==> config.mk <==
export PLATFORM = sky130hd
export DESIGN_NAME = pngu_recon
export DESIGN_NICKNAME = d
export VERILOG_FILES = /design/src/hdl/pngu_pkg.sv /design/src/hdl/pngu_recon.sv
export SDC_FILE = /design/constraint.sdc
export NUM_CORES = 1
export LEC_CHECK = 0
export BUFFER_PORTS_ARGS = -buffer_cell sky130_fd_sc_hd__buf_2
export CAP_MARGIN = 20
export CORE_UTILIZATION = 25
export DETAILED_ROUTE_END_ITERATION = 10
export PLACE_DENSITY_LB_ADDON = 0.12
export SETUP_SLACK_MARGIN = 0.4
export SLEW_MARGIN = 20
export SYNTH_ARGS = -nofsm -noshare
export SYNTH_HDL_FRONTEND = slang
export SYNTH_SLANG_ARGS = --single-unit
==> constraint.sdc <==
create_clock -name vclk -period 24.2
set_input_delay 2.42 -clock vclk [all_inputs]
set_output_delay 2.42 -clock vclk [all_outputs]
set_load 0.01 [all_outputs]
==> src/hdl/pngu_pkg.sv <==
// ----------------------------------------------------------------------------
// pngu_pkg
// shared types, constants and the per-byte predictor for scanline unfiltering
// ----------------------------------------------------------------------------
package pngu_pkg;

    localparam int C_MAX_WIDTH   = 1024;
    localparam int C_ROW_WIDTH_W = 11;
    localparam int C_HEIGHT_W    = 16;
    localparam int C_CFG_INDEX_W = 2;
    localparam int C_CFG_DATA_W  = 16;
    localparam int C_PIXEL_W     = 32;
    localparam int C_CHANNELS    = 4;

    // configuration register indexes
    localparam logic [C_CFG_INDEX_W-1:0] C_CFG_ROW_WIDTH    = 2'd0;
    localparam logic [C_CFG_INDEX_W-1:0] C_CFG_IMAGE_HEIGHT = 2'd1;
    localparam logic [C_CFG_INDEX_W-1:0] C_CFG_HAS_ALPHA    = 2'd2;

    // filter codes
    localparam logic [7:0] C_FILT_NONE  = 8'd0;
    localparam logic [7:0] C_FILT_SUB   = 8'd1;
    localparam logic [7:0] C_FILT_UP    = 8'd2;
    localparam logic [7:0] C_FILT_AVG   = 8'd3;
    localparam logic [7:0] C_FILT_PAETH = 8'd4;

    localparam logic [7:0] C_BYTE_MASK = 8'hff;

    typedef logic [7:0]           t_byte;
    typedef logic [C_PIXEL_W-1:0] t_pixel;

    typedef struct packed {
        logic [7:0] filter_type;
        logic       has_alpha;
    } t_recon_ctrl;

    // predictor of one channel; unknown codes act as none
    function automatic t_byte f_predict(input logic [7:0] kind, input t_byte a,
                                        input t_byte b, input t_byte c);
        logic [9:0] pa;
        logic [9:0] pb;
        logic [9:0] pc;
        logic [9:0] ab;
        logic [9:0] cc;
        t_byte      pred;
        pa = (b > c) ? {2'b00, 8'(b - c)} : {2'b00, 8'(c - b)};
        pb = (a > c) ? {2'b00, 8'(a - c)} : {2'b00, 8'(c - a)};
        ab = {2'b00, a} + {2'b00, b};
        cc = {1'b0, c, 1'b0};
        pc = (ab > cc) ? (ab - cc) : (cc - ab);
        case (kind)
            C_FILT_NONE:  pred = 8'h00;
            C_FILT_SUB:   pred = a;
            C_FILT_UP:    pred = b;
            C_FILT_AVG:   pred = ab[8:1];
            C_FILT_PAETH: begin
                if (pa <= pb && pa <= pc) begin
                    pred = a;
                end else if (pb <= pc) begin
                    pred = b;
                end else begin
                    pred = c;
                end
            end
            default:      pred = 8'h00;
        endcase
        return pred;
    endfunction

endpackage

==> src/hdl/pngu_recon.sv <==
// ----------------------------------------------------------------------------
// pngu_recon
// per-channel reconstruction of one pixel from left, above and upper-left
// ----------------------------------------------------------------------------
module pngu_recon (
    input  pngu_pkg::t_recon_ctrl i_ctrl,
    input  pngu_pkg::t_pixel      i_pixel,
    input  pngu_pkg::t_pixel      i_left,
    input  pngu_pkg::t_pixel      i_above,
    input  pngu_pkg::t_pixel      i_upper_left,
    output pngu_pkg::t_pixel      o_result
);
    import pngu_pkg::*;

    t_pixel w_raw;

    for (genvar ch = 0; ch < C_CHANNELS; ch++) begin : g_ch
        assign w_raw[ch*8 +: 8] = i_pixel[ch*8 +: 8]
            + f_predict(i_ctrl.filter_type, i_left[ch*8 +: 8],
                        i_above[ch*8 +: 8], i_upper_left[ch*8 +: 8]);
    end

    // alpha byte forced to zero without alpha
    assign o_result = {w_raw[31:24] & (i_ctrl.has_alpha ? C_BYTE_MASK : 8'h00),
                       w_raw[23:0]};

endmodule
==> results of run 1 <==
-- report_power, final --
part	internal (W)	switching, W	leakage (nW)
logic	0.000328	0.000479	7.75
clock network	0	0	0
registers	0	0	0
total	0.000328	0.000479	7.75
-- cells in the mapped netlist (3+ instances only) --
cell | count | area (um2)
o21bai_1 | 33 | 248
a21oi_1 | 214 | 1070
o31a_1 | 5 | 43.8
xor2_1 | 35 | 307
clkbuf_2 | 3 | 15.0
o21a_1 | 31 | 233
a211o_1 | 4 | 35.0
buf_2 | 10 | 50.1
nand4_1 | 37 | 231
o22a_1 | 5 | 43.8
fa_1 | 32 | 641
clkbuf_1 | 40 | 150
a21o_1 | 69 | 518
a31oi_1 | 6 | 37.5
nand2_1 | 81 | 304
nor3b_1 | 3 | 22.5
inv_1 | 230 | 863
a31o_2 | 3 | 26.3
nor3_1 | 11 | 55.1
a22oi_1 | 26 | 195
ha_1 | 334 | 4180
nor2b_1 | 41 | 257
mux2i_1 | 58 | 581
nand3_1 | 20 | 100
nand3b_1 | 3 | 22.5
or3_1 | 4 | 25.0
o22ai_1 | 20 | 125
a221oi_1 | 6 | 52.6
a221o_1 | 7 | 70.1
o211ai_1 | 17 | 128
a21boi_0 | 5 | 37.5
a211oi_1 | 17 | 128
a21oi_2 | 3 | 26.3
o21ai_1 | 6 | 30.0
xnor2_1 | 90 | 788
nand2b_1 | 21 | 131
or2_2 | 4 | 25.0
and2_1 | 13 | 81.3
nor2_1 | 97 | 364
mux2_2 | 27 | 304
o21ai_0 | 142 | 711
o31ai_1 | 9 | 67.6
-- routing by layer --
metal	GRT usage, %	vias up
li1	-	6922
met1	24.2	6233
met2	28.5	280
met3	0.999	38
met4	2.50	4
met5	0	-
-- logic make-up after synthesis --
group	count (synthesis)	share of synthesized area, %
adders and majority gates	367	34.9
xor gates and xnor gates	125	7.92
and+or+nand+nor	345	12.2
AOI/OAI and AO/OA	658	30.3
buffers and inverters	289	8.12
muxes	86	6.48
-- cell type report --
type	instances	area, um2
Inverter	230	863
Fill cell	6024	38900
Timing Repair Buffer	176	898
Tap cell	696	871
Multi-Input combinational cell	1581	12700
-- through the flow --
| stage | instances | hold slack (ps) |
|---|---|---|
| 2_1_floorplan | 1870 | 4960 |
| 4_1_cts | 2683 | 5160 |
| 3_5_place_dp | 2683 | 5160 |
| 6_report | 2683 | 5160 |
| 5_1_grt | 2683 | 5170 |
| 3_3_place_gp | 2683 | 5150 |
-- worst max-delay path, delay by kind of cell --
| kind | cells | cell delay (ps) |
|---|---|---|
| adder cells (fa/ha/maj) | 5 | 1710 |
| AND/OR/NAND/NOR | 8 | 1310 |
| AO/OA/AOI/OAI | 20 | 4560 |
| multiplexers | 1 | 220 |
| buffers and inverters | 3 | 400 |
| XOR/XNOR | 2 | 340 |
-- worst paths after layout --
path	end	from
min	o_result[16]	i_pixel[16]
max	o_result[31]	i_left[24]
==> results.sh, run 1 <==
export IMPL_layout_commonest_cell="ha_1"
export IMPL_finalWeightedCongestion=0.841
export IMPL_port_buffers=169
export IMPL_placed_area_um2=15300
export IMPL_num_rows=85
export IMPL_criticalPathCategory="primary input to primary output"
export IMPL_syn_area_um2=13800
export IMPL_vias=13500
export IMPL_setup_worst_path_start_class="primary input"
export IMPL_maxSlewHeadroom_pct=32.7
export IMPL_yosysSeqAreaShare_pct=0
export IMPL_rsz0062_at_grt="false"
export IMPL_min_path_type="primary input to primary output"
export IMPL_postCtsHoldBufs=0
export IMPL_syn_nets=2373
export IMPL_dpl_hpwl_um=42500
export IMPL_crit_required_ps=21780
export IMPL_power_density_nw_per_um2=52.6
export IMPL_nFlopsAndLatches=0
export IMPL_viasPerCell=5.02
export IMPL_die_area_um2=56300
export IMPL_area_growth_pct=11.0
export IMPL_fin_ws_ps=10840
export IMPL_grt_use_total_pct=17.0
export IMPL_cts_setup_buffers=0
export IMPL_grt_first_pass_wirelength_um=76300
export IMPL_die_y_um=237
export IMPL_met2WireLength_um=22200
export IMPL_core_area_um2=54200
export IMPL_setup_tns_ps=0
export IMPL_crit_slowest_cell="o31ai_4"
export IMPL_final_util_pct=28.3
export IMPL_setup_viol=0
export IMPL_irDropWorstVdd_uv=19.5
export IMPL_grt_overflow=0
export IMPL_arrival_ps=10940
export IMPL_drc=0
export IMPL_grt_max_degree=36
export IMPL_period_needed_ps=13360
export IMPL_fin_area_um2=15300
export IMPL_p_leak_nw=7.75
export IMPL_cpMostUsedCell="a21oi_1"
export IMPL_run_status="completed"
export IMPL_critPathMaxFanout=16
export IMPL_nClkBuffers=0
export IMPL_drt_first_pass_iters=5
export IMPL_avgSynthCellArea_um2=7.40
export IMPL_ctsResizeCount=0
export IMPL_io_pins=169
export IMPL_dpl_worst_slack_ps=10990
export IMPL_cp_end_kind="primary output"
export IMPL_max_cap_violations=0
export IMPL_layout_drive_gt1_share_pct=11.4
export IMPL_p_total_w=0.000806
export IMPL_post_route_period_util_pct=55.2
export IMPL_hold_depth=3
export IMPL_antenna_found_initial=2
export IMPL_hold_viol=0
export IMPL_highest_layer="met5"
export IMPL_ant_nets=0
export IMPL_fp_dieW_um=237
export IMPL_regArea_um2=0
export IMPL_ys_warnings_count=0
export IMPL_drt_iter0_markers=663
export IMPL_route_met3_wl_um=1610
export IMPL_final_cell_mix="ha_1, inv_1, a21oi_1, buf_2, o21ai_0"
export IMPL_tightestPinTransition_ps=1010
export IMPL_cp_slowest_stage_delay_ps=670
export IMPL_met1_length_um=24500
export IMPL_grt_pass1_vias=13200
export IMPL_fin_nets=2492
export IMPL_route_detailed_wl_per_inst_um=18.3
export IMPL_diodes=0
export IMPL_report_final_slew_viol_count=0
export IMPL_start_util_pct=25.5
export IMPL_routed_wirelength_um=49100
export IMPL_synth_cell_type_count=84
export IMPL_syn_inst=1870
export IMPL_max_freq_mhz=74.8
(Power assumes the default switching activity.)
==> inputs of run 2 (changes only) <==
--- a/config.mk
+++ b/config.mk
@@ -5,6 +5,7 @@
 export SDC_FILE = /design/constraint.sdc
 export NUM_CORES = 1
 export LEC_CHECK = 0
+export ABC_AREA = 1
 export BUFFER_PORTS_ARGS = -buffer_cell sky130_fd_sc_hd__buf_2
 export CAP_MARGIN = 20
 export CORE_UTILIZATION = 25
==> constraint.sdc (replaced) <==
create_clock -name vclk -period 13.8
set_input_delay 1.38 -clock vclk [all_inputs]
set_output_delay 1.38 -clock vclk [all_outputs]
set_load 0.01 [all_outputs]
==> results.sh, run 2 <==
export IMPL_vias=14300
export IMPL_fp_dieW_um=236
export IMPL_die_area_um2=55500
export IMPL_start_util_pct=25.3
export IMPL_crit_required_ps=12420
export IMPL_hold_start="i_pixel[8]"
export IMPL_maxSlewHeadroom_pct=44.8
export IMPL_port_buffers=169
export IMPL_report_final_slew_viol_count=0
export IMPL_grt_use_total_pct=18.2
export IMPL_final_cell_mix="inv_1, nand2_1, ha_1, a21oi_1, buf_2"
export IMPL_irDropWorstVdd_uv=42.0
export IMPL_cts_setup_buffers=0
export IMPL_hold_depth=3
export IMPL_cp_end_kind="primary output"
export IMPL_period_needed_ps=10430
export IMPL_synth_most_common_cell="inv_1"
export IMPL_cp_slowest_stage_delay_ps=400
export IMPL_grt_first_pass_wirelength_um=80400
export IMPL_area_growth_pct=12.1
export IMPL_ys_warnings_count=0
export IMPL_drt_iter0_markers=857
export IMPL_layout_commonest_cell="inv_1"
export IMPL_grt_overflow=0
export IMPL_hold_end="o_result[8]"
export IMPL_grt_max_degree=33
export IMPL_io_pins=169
export IMPL_run_status="completed"
export IMPL_viasPerCell=4.84
export IMPL_yosysSeqAreaShare_pct=0
export IMPL_setup_viol=0
export IMPL_min_path_type="primary input to primary output"
export IMPL_drt_first_pass_iters=8
export IMPL_setup_worst_path_start_class="primary input"
export IMPL_num_rows=85
export IMPL_power_density_nw_per_um2=89.7
export IMPL_finalWeightedCongestion=0.881
export IMPL_die_y_um=236
export IMPL_max_cap_violations=0
export IMPL_synth_area_leaders="ha_1, inv_1, nand2_1"
export IMPL_regArea_um2=0
export IMPL_arrival_ps=9050
export IMPL_p_leak_nw=8.73
export IMPL_syn_nets=2610
export IMPL_antenna_found_initial=5
export IMPL_synth_common_cells="inv_1, nand2_1, ha_1"
export IMPL_hold_viol=0
export IMPL_syn_area_um2=13600
export IMPL_layout_drive_gt1_share_pct=10.5
export IMPL_synth_top_cell_by_area="ha_1"
export IMPL_tightestPinTransition_ps=826
export IMPL_crit_slowest_cell="fa_1"
export IMPL_fillers=6090
export IMPL_critPathMaxFanout=12
export IMPL_post_route_period_util_pct=75.6
export IMPL_avgSynthCellArea_um2=6.47
export IMPL_nClkBuffers=0
export IMPL_postCtsHoldBufs=0
export IMPL_final_util_pct=28.4
export IMPL_routed_wirelength_um=51900
export IMPL_grt_pass1_vias=14200
export IMPL_dpl_hpwl_um=45800
export IMPL_fin_nets=2761
export IMPL_multi_input_area_um2=11900
export IMPL_route_detailed_wl_per_inst_um=17.6
export IMPL_criticalPathCategory="primary input to primary output"
export IMPL_max_freq_mhz=95.8
export IMPL_ctsResizeCount=0
export IMPL_hold_ws_ps=3070
export IMPL_syn_inst=2107
export IMPL_synth_top_cell_area_share_pct=30.7
export IMPL_drc=0
export IMPL_core_area_um2=53800
export IMPL_cpMostUsedCell="nand2_1"
export IMPL_rsz0062_at_grt="false"
export IMPL_ant_nets=0
export IMPL_p_total_w=0.00137
export IMPL_nFlopsAndLatches=0
export IMPL_setup_tns_ps=0
export IMPL_synth_cell_type_count=56
-- run 2: layout make-up --
class              count  area share [%]
multi-input cells   1658            78.0
inverters            422            10.4
repair buffers       176            5.88
well taps            696            5.70
diodes                 1          0.0164
-- run 2: metal layers --
metal | part of all wire (%) | global-route usage (%)
met5 | 0.058 | 0
met4 | 0.93 | 1.54
met3 | 3.8 | 1.20
met2 | 46 | 31.1
met1 | 50 | 25.9
-- run 2: worst max-delay path by stage --
stage	start	end	slack (ps)	depth (start not counted)
4_1_cts	i_left[24]	o_result[31]	3340	57
5_1_grt	i_above[24]	o_result[31]	2500	57
6_report	i_above[24]	o_result[31]	3370	57
2_1_floorplan	i_left[24]	o_result[31]	5050	55
3_5_place_dp	i_left[24]	o_result[31]	3340	57
3_3_place_gp	i_above[24]	o_result[31]	3360	57
-- run 2: logic make-up (layout without fill, tap and decap cells) --
kind of cell,after synthesis,count (layout),synth area share [%]
AOI/OAI and AO/OA,528,528,23.1
adders and majority gates,366,366,35.4
muxes,21,21,1.55
and+or+nand+nor,628,628,19.9
other,0,1,0
buffers and inverters,449,598,12.7
xor gates and xnor gates,115,115,7.39
-- run 2: worst max-delay path, delay by kind of cell --
kind	cells	cell delay, ps
AO/OA/AOI/OAI	9	1750
adder cells (fa/ha/maj)	5	1660
XOR/XNOR	2	320
AND/OR/NAND/NOR	29	2810
buffers and inverters	12	1120
-- run 2: metrics by stage --
stage               cells  cell area, um2  setup WS [ps]
floorplan            2107           13600           5050
global placement     2952           15300           3360
detailed placement   2952           15300           3340
CTS                  2952           15300           3340
global route         2953           15300           2500
finish               2953           15300           3370
-- run 2: where the power goes --
part / total [W] / switching (W) / internal (W) / leakage, nW
Clock: 0.00000000000969 / 0 / 0.00000000000968 / 0.00000634
Combinational: 0.00137 / 0.000887 / 0.000485 / 8.73
Sequential: 0 / 0 / 0 / 0
==> inputs of run 3 (changes only) <==
--- a/config.mk
+++ b/config.mk
@@ -5,7 +5,7 @@
 export SDC_FILE = /design/constraint.sdc
 export NUM_CORES = 1
 export LEC_CHECK = 0
-export ABC_AREA = 1
+export ABC_AREA = 0
 export BUFFER_PORTS_ARGS = -buffer_cell sky130_fd_sc_hd__buf_2
 export CAP_MARGIN = 20
 export CORE_UTILIZATION = 25
==> constraint.sdc (replaced) <==
create_clock -name vclk -period 10.05
set_input_delay 1.005 -clock vclk [all_inputs]
set_output_delay 1.005 -clock vclk [all_outputs]
set_load 0.01 [all_outputs]
==> results.sh, run 3 (same netlist as run 1, synthesis figures left out) <==
export IMPL_multi_input_area_um2=12900
export IMPL_cp_end_kind="primary output"
export IMPL_fin_nets=2530
export IMPL_max_freq_mhz=108
export IMPL_io_pins=169
export IMPL_cp_slowest_stage_delay_ps=550
export IMPL_port_buffers=169
export IMPL_route_detailed_wl_per_inst_um=18.4
export IMPL_finalWeightedCongestion=0.852
export IMPL_nClkBuffers=0
export IMPL_critPathMaxFanout=8
export IMPL_irDropWorstVdd_uv=60.1
export IMPL_grt_first_pass_wirelength_um=78100
export IMPL_maxSlewHeadroom_pct=32.7
export IMPL_drc=0
export IMPL_fillers=5948
export IMPL_die_y_um=237
export IMPL_instances_no_fill=2721
export IMPL_placed_area_um2=15500
export IMPL_diodes=0
export IMPL_setup_tns_ps=0
export IMPL_min_path_type="primary input to primary output"
export IMPL_post_route_period_util_pct=91.9
export IMPL_grt_overflow=0
export IMPL_power_share_combinational_pct=100.0
export IMPL_setup_worst_path_start_class="primary input"
export IMPL_drt_iter0_markers=725
export IMPL_grt_use_total_pct=17.3
export IMPL_dpl_hpwl_um=43200
export IMPL_layout_commonest_cell="ha_1"
export IMPL_drt_first_pass_iters=7
export IMPL_hold_depth=3
export IMPL_max_cap_violations=0
export IMPL_p_int_w=0.000889
export IMPL_hold_viol=0
export IMPL_grt_max_degree=68
export IMPL_period_needed_ps=9240
export IMPL_core_area_um2=54200
export IMPL_final_cell_mix="ha_1, inv_1, a21oi_1, buf_2, o21ai_0"
export IMPL_postCtsHoldBufs=0
export IMPL_dp_cells=2702
export IMPL_viasPerCell=5.08
export IMPL_regArea_um2=0
export IMPL_ant_nets=0
export IMPL_clock_power_share_pct=0
export IMPL_p_leak_nw=7.98
export IMPL_rsz0062_at_grt="true"
export IMPL_met1_length_um=24800
export IMPL_grt_pass1_vias=13800
export IMPL_p_sw_share_pct=57.5
export IMPL_met2WireLength_um=22300
export IMPL_fin_ws_ps=809
export IMPL_nFlopsAndLatches=0
export IMPL_tightestPinTransition_ps=1010
export IMPL_routed_wirelength_um=50100
export IMPL_setup_viol=0
export IMPL_cpMostUsedCell="a21oi_2"
export IMPL_seq_power_share_pct=0
export IMPL_crit_slowest_cell="o31ai_2"
export IMPL_report_final_slew_viol_count=0
export IMPL_route_met3_wl_um=2080
export IMPL_layout_drive_gt1_share_pct=15.2
export IMPL_highest_layer="met5"
export IMPL_num_rows=85
export IMPL_run_status="completed"
export IMPL_area_growth_pct=14.6
export IMPL_die_area_um2=56300
export IMPL_antenna_found_initial=2
export IMPL_arrival_ps=8240
export IMPL_vias=13800
export IMPL_criticalPathCategory="primary input to primary output"
export IMPL_switchingPower_w=0.00120
export IMPL_crit_required_ps=9050
export IMPL_start_util_pct=25.5
export IMPL_dpl_worst_slack_ps=123
export IMPL_fin_area_um2=15900
export IMPL_fp_dieW_um=237
export IMPL_power_density_nw_per_um2=132
## run 3: cell count changes in the layout (fill, tap and decap cells not counted), sizes merged, moves of 38 or more
cell,change
buf,+38
a21o,+52
xnor2,+71
nand3,-49
inv,-192
mux2i,+38
nand2,-315
nor2b,+41
xor2,-61
## run 3: power by group through the flow
stage / clock network, W / logic [W] / registers (W)
final: 0 / 0.00209 / 0
after global routing: 0 / 0.00234 / 0
after CTS: 0 / 0.00202 / 0
after detailed placement: 0 / 0.00198 / 0
after global placement: 0 / 0.00197 / 0
after floorplan: 0 / 0.00145 / 0
## run 3: path summary, 6_finish.rpt
| kind | startpoint | slack [ps] | to |
|---|---|---|---|
| setup / recovery | i_left[8] | 810 | o_result[15] |
| hold / removal | i_pixel[16] | 2320 | o_result[16] |
## run 3: repair_timing
item / 4_1_cts / 5_1_grt
pin swaps: 5 / 16
setup buffers: 5 / 14
setup endpoints to repair: 6 / 13
endpoints found under the hold margin: 0 / 0
gates resized for setup: 13 / 44
## run 3: layout make-up
type               count  share of cell area (%)
repair buffers       214                    7.49
multi-input cells   1581                    81.6
well taps            696                    5.49
inverters            230                    5.45
## run 3: metal layers
metal | global-route usage (%) | vias to the layer above
met5 | 0 | -
met3 | 1.34 | 61
met4 | 2.70 | 4
met1 | 24.5 | 6438
li1 | - | 7003
met2 | 29.1 | 326
## run 3: critical path, delay by kind of cell
| kind | cells | cell delay [ps] |
|---|---|---|
| xor gates and xnor gates | 4 | 890 |
| adders and majority gates | 5 | 1460 |
| AOI/OAI and AO/OA | 19 | 3800 |
| buffers and inverters | 3 | 470 |
| and+or+nand+nor | 4 | 590 |
## run 3: through the flow
stage          hold WS [ps]  power [W]  utilization [%]
5_1_grt                2350    0.00234             29.2
6_report               2320    0.00209             29.2
3_3_place_gp           2320    0.00197             28.6
4_1_cts                2320    0.00202             28.7
3_5_place_dp           2320    0.00198             28.6
2_1_floorplan          2130    0.00145                -
